**config.mk**
```make
export PLATFORM = sky130hd
export DESIGN_NAME = tcphc_front
export DESIGN_NICKNAME = d
export VERILOG_FILES = /design/src/design/tcphc_pkg.sv /design/src/design/tcphc_front.sv
export SDC_FILE = /design/constraint.sdc
export NUM_CORES = 1
export LEC_CHECK = 0
export BUFFER_PORTS_ARGS = -buffer_cell sky130_fd_sc_hd__buf_2
export CAP_MARGIN = 30
export CORE_MARGIN = 2
export CORE_UTILIZATION = 62
export DETAILED_ROUTE_END_ITERATION = 10
export GPL_TIMING_DRIVEN = 0
export MAX_ROUTING_LAYER = met4
export PLACE_DENSITY_LB_ADDON = 0.2
export RECOVER_POWER = 50
export REMOVE_ABC_BUFFERS = 1
export SYNTH_ARGS = -nofsm -noshare
export SYNTH_HDL_FRONTEND = slang
export SYNTH_SLANG_ARGS = --single-unit
```
**constraint.sdc**
```tcl
create_clock -name clk -period 10.53 [get_ports clk]
set_input_delay 2.106 -clock clk [delete_from_list [all_inputs] [get_ports clk]]
set_output_delay 2.106 -clock clk [all_outputs]
set_load 0.005 [all_outputs]
```
**src/design/tcphc_pkg.sv**
```systemverilog
// Shared types, codes and the flag classifier for the TCP header checker.
package tcphc_pkg;

  localparam int unsigned HDR_MIN_BYTES = 20;

  localparam logic [2:0] HS_OK        = 3'd0;
  localparam logic [2:0] HS_SHORT_SEG = 3'd1;
  localparam logic [2:0] HS_SHORT_OFF = 3'd2;
  localparam logic [2:0] HS_HDR_LONG  = 3'd3;
  localparam logic [2:0] HS_URGENT    = 3'd4;

  localparam logic [2:0] OS_NONE     = 3'd0;
  localparam logic [2:0] OS_OVERRUN  = 3'd1;
  localparam logic [2:0] OS_SHORT_LEN = 3'd2;
  localparam logic [2:0] OS_BAD_LEN  = 3'd3;
  localparam logic [2:0] OS_UNKNOWN  = 3'd4;

  localparam logic [2:0] FC_SYN     = 3'd0;
  localparam logic [2:0] FC_SYNACK  = 3'd1;
  localparam logic [2:0] FC_FIN     = 3'd2;
  localparam logic [2:0] FC_DATA    = 3'd3;
  localparam logic [2:0] FC_ACK     = 3'd4;
  localparam logic [2:0] FC_RST     = 3'd5;
  localparam logic [2:0] FC_OTHER   = 3'd6;
  localparam logic [2:0] FC_UNEXPECTED = 3'd7;

  localparam logic [7:0] TAG_END    = 8'd0;
  localparam logic [7:0] TAG_NOP    = 8'd1;
  localparam logic [7:0] TAG_MSS    = 8'd2;
  localparam logic [7:0] TAG_WSCALE = 8'd3;
  localparam logic [7:0] TAG_SACKOK = 8'd4;
  localparam logic [7:0] TAG_SACK   = 8'd5;
  localparam logic [7:0] TAG_TSTAMP = 8'd8;

  localparam logic [7:0] LEN_MSS    = 8'd4;
  localparam logic [7:0] LEN_SACKOK = 8'd2;

  localparam logic [7:0] FLAG_FIN = 8'h01;
  localparam logic [7:0] FLAG_SYN = 8'h02;
  localparam logic [7:0] FLAG_RST = 8'h04;
  localparam logic [7:0] FLAG_PSH = 8'h08;
  localparam logic [7:0] FLAG_ACK = 8'h10;
  localparam logic [7:0] FLAG_URG = 8'h20;
  localparam logic [7:0] FLAG_ECE = 8'h40;

  typedef enum logic [2:0] {
    OPT_TAG  = 3'b001,
    OPT_LEN  = 3'b010,
    OPT_BODY = 3'b100
  } opt_phase_t;

  // Everything the back end needs about one finished segment.
  typedef struct packed {
    logic [15:0] seg_len;
    logic [15:0] from_port;
    logic [15:0] to_port;
    logic [31:0] seq_num;
    logic [31:0] ack_num;
    logic [3:0]  data_off;
    logic [7:0]  flags;
    logic [15:0] window;
    logic [15:0] urgent;
    logic [2:0]  opt_problem;
    logic [15:0] payload_cnt;
  } seg_rec_t;

  typedef struct packed {
    logic [2:0]  header_status;
    logic [2:0]  option_status;
    logic [2:0]  flag_class;
    logic [15:0] source_port;
    logic [15:0] destination_port;
    logic [31:0] sequence_number;
    logic [31:0] acknowledge_number;
    logic [5:0]  header_bytes;
    logic [7:0]  flag_bits;
    logic [15:0] window_size;
    logic [15:0] payload_bytes;
  } result_t;

  function automatic logic [2:0] classify_flags(input logic [7:0] flags,
                                                input logic has_payload);
    logic [2:0] cls;
    unique case (flags[5:0])
      6'(FLAG_SYN):                          cls = FC_SYN;
      6'(FLAG_SYN | FLAG_ACK):               cls = FC_SYNACK;
      6'(FLAG_FIN),
      6'(FLAG_FIN | FLAG_ACK),
      6'(FLAG_FIN | FLAG_ACK | FLAG_PSH):    cls = FC_FIN;
      6'(FLAG_ACK),
      6'(FLAG_ACK | FLAG_PSH):               cls = has_payload ? FC_DATA : FC_ACK;
      6'(FLAG_RST),
      6'(FLAG_RST | FLAG_ACK):               cls = FC_RST;
      6'(FLAG_RST | FLAG_ACK | FLAG_FIN),
      6'(FLAG_RST | FLAG_ACK | FLAG_PSH):    cls = FC_OTHER;
      // The ECE bit sits outside the low six bits, but an ECE plus ACK byte
      // already matches the ACK case above, so this whole-byte match never sees it.
      default: cls = (flags == (FLAG_ECE | FLAG_ACK)) ? FC_OTHER : FC_UNEXPECTED;
    endcase
    return cls;
  endfunction

endpackage

```
**src/design/tcphc_front.sv**
```systemverilog
// Front end: takes segment bytes, captures the fixed header, walks the options.
module tcphc_front (
  input  logic                clk,
  input  logic                rst_n,
  input  logic                byte_valid,
  input  logic [7:0]          data_byte,
  input  logic                last_byte,
  output logic                rec_push,
  output tcphc_pkg::seg_rec_t rec
);
  import tcphc_pkg::*;

  logic [15:0] pos_r, pos_nxt;
  logic [7:0]  hdr_r [HDR_MIN_BYTES];
  logic [7:0]  hdr_nxt [HDR_MIN_BYTES];
  opt_phase_t  phase_r, phase_nxt;
  logic [7:0]  tag_r, tag_nxt;
  logic [7:0]  rem_r, rem_nxt;
  logic [2:0]  prob_r, prob_nxt;
  logic        stop_r, stop_nxt;
  logic [15:0] pay_r, pay_nxt;

  logic [5:0]  opt_hdr;
  logic [5:0]  pos6;
  logic        in_fixed;
  logic        in_opts;
  logic        tag_overrun;
  logic        len_overrun;
  logic [9:0]  opt_end;
  logic [2:0]  len_code;

  // Header length as seen while bytes 20 and up arrive; byte 12 is already held.
  assign opt_hdr  = {hdr_r[12][7:4], 2'b00};
  assign pos6     = pos_r[5:0];
  assign in_fixed = pos_r < 16'(HDR_MIN_BYTES);
  assign in_opts  = !in_fixed && (pos_r < {10'd0, opt_hdr});

  assign tag_overrun = ({1'b0, pos6} + 7'd1) >= {1'b0, opt_hdr};
  assign opt_end     = {4'd0, pos6} + {2'd0, data_byte} - 10'd1;
  assign len_overrun = opt_end > {4'd0, opt_hdr};

  always_comb begin
    priority case (tag_r)
      TAG_MSS:    len_code = (data_byte != LEN_MSS) ? OS_BAD_LEN : OS_NONE;
      TAG_SACKOK: len_code = (data_byte != LEN_SACKOK) ? OS_BAD_LEN : OS_NONE;
      TAG_WSCALE, TAG_SACK, TAG_TSTAMP: len_code = OS_NONE;
      default:    len_code = OS_UNKNOWN;
    endcase
  end

  always_comb begin
    pos_nxt   = pos_r;
    hdr_nxt   = hdr_r;
    phase_nxt = phase_r;
    tag_nxt   = tag_r;
    rem_nxt   = rem_r;
    prob_nxt  = prob_r;
    stop_nxt  = stop_r;
    pay_nxt   = pay_r;
    rec_push  = 1'b0;

    if (byte_valid) begin
      if (in_fixed) begin
        for (int k = 0; k < HDR_MIN_BYTES; k++) begin
          if (pos_r == 16'(k)) begin
            hdr_nxt[k] = data_byte;
          end
        end
      end else if (in_opts) begin
        if (!stop_r) begin
          unique case (phase_r)
            OPT_TAG: begin
              if (data_byte == TAG_END) begin
                stop_nxt = 1'b1;
              end else if (data_byte != TAG_NOP) begin
                if (tag_overrun) begin
                  if (prob_r == OS_NONE) prob_nxt = OS_OVERRUN;
                  stop_nxt = 1'b1;
                end else begin
                  tag_nxt   = data_byte;
                  phase_nxt = OPT_LEN;
                end
              end
            end
            OPT_LEN: begin
              if (data_byte < 8'd2) begin
                if (prob_r == OS_NONE) prob_nxt = OS_SHORT_LEN;
                stop_nxt = 1'b1;
              end else if (len_overrun) begin
                if (prob_r == OS_NONE) prob_nxt = OS_OVERRUN;
                stop_nxt = 1'b1;
              end else begin
                if (prob_r == OS_NONE) prob_nxt = len_code;
                rem_nxt   = data_byte - 8'd2;
                phase_nxt = (data_byte == 8'd2) ? OPT_TAG : OPT_BODY;
              end
            end
            OPT_BODY: begin
              rem_nxt = rem_r - 8'd1;
              if (rem_r == 8'd1) phase_nxt = OPT_TAG;
            end
            default: phase_nxt = OPT_TAG;
          endcase
        end
      end else if (pay_r != 16'hFFFF) begin
        pay_nxt = pay_r + 16'd1;
      end

      if (pos_r != 16'hFFFF) pos_nxt = pos_r + 16'd1;

      if (last_byte) begin
        rec_push = 1'b1;
        // A new segment starts from a clean slate after its last word.
        pos_nxt   = '0;
        phase_nxt = OPT_TAG;
        tag_nxt   = '0;
        rem_nxt   = '0;
        prob_nxt  = OS_NONE;
        stop_nxt  = 1'b0;
        pay_nxt   = '0;
        for (int k = 0; k < HDR_MIN_BYTES; k++) begin
          hdr_nxt[k] = '0;
        end
      end
    end
  end

  // Problem code after the walker step, without the end-of-segment clear.
  function automatic logic [2:0] prob_nxt_walk();
    logic [2:0] p;
    p = prob_r;
    if (p == OS_NONE) begin
      unique case (phase_r)
        OPT_TAG: begin
          if (data_byte != TAG_END && data_byte != TAG_NOP && tag_overrun) p = OS_OVERRUN;
        end
        OPT_LEN: begin
          if (data_byte < 8'd2)  p = OS_SHORT_LEN;
          else if (len_overrun)  p = OS_OVERRUN;
          else                   p = len_code;
        end
        OPT_BODY: p = prob_r;
        default:  p = prob_r;
      endcase
    end
    return p;
  endfunction

  // The record carries the state as updated by the last word itself.
  always_comb begin
    logic [7:0] hb [HDR_MIN_BYTES];
    hb = hdr_r;
    for (int k = 0; k < HDR_MIN_BYTES; k++) begin
      if (in_fixed && pos_r == 16'(k)) hb[k] = data_byte;
    end
    rec.seg_len     = (pos_r != 16'hFFFF) ? pos_r + 16'd1 : pos_r;
    rec.from_port   = {hb[0], hb[1]};
    rec.to_port     = {hb[2], hb[3]};
    rec.seq_num     = {hb[4], hb[5], hb[6], hb[7]};
    rec.ack_num     = {hb[8], hb[9], hb[10], hb[11]};
    rec.data_off    = hb[12][7:4];
    rec.flags       = hb[13];
    rec.window      = {hb[14], hb[15]};
    rec.urgent      = {hb[18], hb[19]};
    rec.opt_problem = prob_nxt;
    rec.payload_cnt = pay_nxt;
    if (last_byte) begin
      rec.opt_problem = (in_opts && !stop_r) ? prob_nxt_walk() : prob_r;
      rec.payload_cnt = (!in_fixed && !in_opts && pay_r != 16'hFFFF) ?
                        pay_r + 16'd1 : pay_r;
    end
  end

  always_ff @(posedge clk) begin
    if (!rst_n) begin
      pos_r   <= '0;
      phase_r <= OPT_TAG;
      tag_r   <= '0;
      rem_r   <= '0;
      prob_r  <= OS_NONE;
      stop_r  <= 1'b0;
      pay_r   <= '0;
      for (int k = 0; k < HDR_MIN_BYTES; k++) begin
        hdr_r[k] <= '0;
      end
    end else begin
      pos_r   <= pos_nxt;
      hdr_r   <= hdr_nxt;
      phase_r <= phase_nxt;
      tag_r   <= tag_nxt;
      rem_r   <= rem_nxt;
      prob_r  <= prob_nxt;
      stop_r  <= stop_nxt;
      pay_r   <= pay_nxt;
    end
  end

  a_clear_after_last: assert property (@(posedge clk) disable iff (!rst_n)
    byte_valid && last_byte |=> pos_r == '0 && prob_r == OS_NONE && !stop_r)
    else $error("front state not cleared after last word");

  a_first_problem_kept: assert property (@(posedge clk) disable iff (!rst_n)
    prob_r != OS_NONE && !(byte_valid && last_byte) |=> prob_r == $past(prob_r))
    else $error("first option problem overwritten");

  a_body_has_count: assert property (@(posedge clk) disable iff (!rst_n)
    phase_r == OPT_BODY |-> rem_r != '0)
    else $error("option body phase with nothing left to skip");

endmodule

```
==> summary.md <==
| Metric | Value |
|---|---|
| Status | `finished with violations` |
| Failing checks | `max-capacitance violations, max-slew violations` |
| Crit-path max FO | `23` |
| Hold WS | `around 0.5 ns` |
| I/O pin total | `around 190` |
| Clock sink total | `~200` |
| Remaining Overflow, GRT | `0` |
| IO Port Bufs | `around 190` |
| Die width | `between 100 and 150 microns` |
| Die Ht | `around 140 microns` |
| CP peak stage delay | `around 0.73 ns` |
| Final TNS setup | `0 ns` |
| Syn Area/Cell | `roughly 7.4 sq um` |
| Total Power | `between 1.5 and 2 mW` |
| Clk_lat worst skew | `between 0.4 and 0.5 ns` |
| Critical path class | `input port to primary output` |
| Max-cap check violation count | `2` |
| Top cell family by delay on the critical path | `adder cells` |
| First-pass GRT wire length | `approximately 55 mm` |
| Bufs and invs on worst path | `4` |
| Ys async rst share | `0%` |
| Power per cell area | `roughly 130 mW/mm^2` |
| Top cell type's share of synthesized area | `approximately a third` |
| Yosys cell types | `81` |
| Fill cell count | `1390` |
| Initial antenna violation count | `0` |
| Syn Inst Count | `about 1500` |
| Post-DRT Antenna Nets | `0` |
| Drt total wl | `35.1 mm` |
| Row Count | `48` |
| Share of layout cells above drive strength 1 | `15.6%` |
| CP max stage cell | `inv_1` |
| Commonest cells after routing, fill and taps aside | `nor2_1 (250), nand2_1 (214), dfxtp_1 (195)` |
| Area grow syn2layout | `13.9%` |
| Top cells by area, synth | `dfxtp_1 (35%), a22oi_1 (8.8%), nor2_1 (8.5%)` |
| Tmin final | `8.34 ns` |
| Die area | `roughly 0.019 sq mm` |
| CP cell instances | `buf_2, inv_1, ha_1, inv_1, ha_1, fa_1, a21o_1, a21oi_1, xnor2_1, ha_1, nand4b_1, o22ai_1, a21oi_1, and4bb_2, and3_1, o32ai_1, o22a_1, buf_2` |
| Design area | `between 0.01 and 0.015 sq mm` |
| Vias in the first global route | `approximately 11000` |
| Yosys reg bits | `around 200` |
| Diode count | `0` |
| Area of placed instances | `around 0.012 sq mm` |
| CP Launch Type | `input port` |
| Worst clock skew | `between 0.015 and 0.02 ns` |
| Period utilisation layout | `79.2%` |
| DR WL/cell | `around 19 microns` |
| Critical Path RT | `8.42 ns` |
| Tightest Hold Check Type | `flop to flop` |
| Fmax | `120 MHz` |
| First-pass iteration count of the detailed router | `6` |
| Clock Path Buffers | `2` |
| Slew HR | `-57.8%` |
| Detail-routed via count per cell | `approximately 6.4` |
| Leakage | `5.11 nW` |
| Final #Nets | `approximately 1700` |
| Core area | `0.0174 sq mm` |
| 1st-iter DRT viols | `around 1500` |
| Depth of the CTS H-tree | `4` |
| Drc violations | `0` |
| Worst-path clk slew | `roughly 0.08 ns` |
| Crit path capture type | `primary output` |
| Post-CTS sizing | `0` |
| CTS tree | `built` |
| CTS buffer count | `17` |
| Critical path's most frequent cell | `ha_1` |
| DP Wirelength | `about 23 mm` |
| Most common flop cell mapped by yosys | `dfxtp_1` |
| Largest net degree at the start of global routing | `130` |
| Worst Max-Slew Pin Slew | `around 2.4 ns` |
| Max-slew violations | `70` |
| RSZ-0062 raised after global routing | `false` |
| Worst path arrival time | `approximately 6.2 ns` |
| Sequential area share after synthesis | `a little over a third` |
| Final hold violations | `0` |
| Commonest non-fill, non-tap cell in the layout | `nor2_1` |
| Routability cong. | `~0.90` |
| Post-CTS Setup Inserts | `0` |
| Post-synth top area cell | `dfxtp_1` |
| Vias | `~12000` |
| Root Driver | `clkbuf_16` |
| Count of final setup violators | `0` |
| Hold-fix buffer count after cts | `0` |
| Max VDD drop | `between 0.0001 and 0.00015 V` |
| Yosys Warn Count | `0` |
| Area of the mapped netlist | `0.0111 sq mm` |
| Post-synth EDFFs | `0` |
| Starting Density | `between 60% and 70%` |
| Global Route Usage Sum | `a little under two fifths` |
[cells by family (layout without fill, tap and decap cells)]
kind of cell               after synthesis  in the layout  synth area share (%)
muxes                                   15             15                  1.39
DFF                                    195            195                  35.3
xor gates and xnor gates                36             36                  2.85
AOI/OAI and AO/OA                      454            454                  26.4
adders and majority gates               36             36                  4.14
buffers and inverters                  146            276                  5.21
and+or+nand+nor                        614            614                  24.7
[synthesized netlist by cell type, drive strengths merged (15+ instances only)]
cell / number
xor2: 15
ha: 35
nand2: 220
a21o: 22
clkbuf: 89
dfxtp: 195
o21ai: 181
nor3: 29
a22oi: 129
a21oi: 50
nand3: 35
xnor2: 21
buf: 15
inv: 42
nor2: 252
[power by group]
part / switching, mW / total (mW) / internal (mW)
registers: 0.00399 / 0.745 / 0.741
logic: 0.113 / 0.155 / 0.0419
clock network: 0.350 / 0.680 / 0.330
[flip-flops by register name (all words and copies together), names as in the netlist]
signal   cells
rem_r        8
stop_r       1
prob_r       3
pay_r       16
phase_r      3
hdr_r      140
tag_r        8
pos_r       16
[metal layers]
metal | track usage, % | part of all wire, % | vias up
li1 | - | - | 5519
met1 | 49.7 | 41 | 5451
met2 | 59.1 | 46 | 700
met3 | 5.30 | 9.5 | 115
met4 | 17.6 | 3.6 | 0
met5 | - | 0 | -
[layout make-up]
cell class              instances  area, sq um  area share [%]
flip-flops and latches        195         3900            31.0
multi-input cells            1155         6570            52.2
clock buffers                  17          425            3.38
well taps                     225          282            2.24
repair buffers                202         1040            8.28
inverters                      42          163            1.29
clock inverters                15          195            1.55
[tightest hold or removal path, delay by kind of cell, from the launching register on]
family / cells / cell delay [ns]
flops: 1 / 0.34
simple gates: 1 / 0.07
compound gates: 1 / 0.06
[stage by stage]
step	worst slack (ns)	util, %	instances
floorplan	3.28	-	1392
global placement	2.33	68.3	1804
detailed placement	2.28	70.2	1819
CTS	2.23	73.8	1851
global route	1.94	72.5	1851
finish	2.19	72.5	1851
[path summary, 6_finish.rpt]
path,slack (ns),depth (start not counted),from,end
worst max-delay path,2.19,18,data_byte[1],rec[16]
worst min-delay path,0.50,2,hdr_r[55],hdr_r[55]
worst max register to register,6.61,15,pos_r[2],rem_r[1]
worst min register to register,0.50,2,hdr_r[55],hdr_r[55]
(Power assumes the default switching activity.)
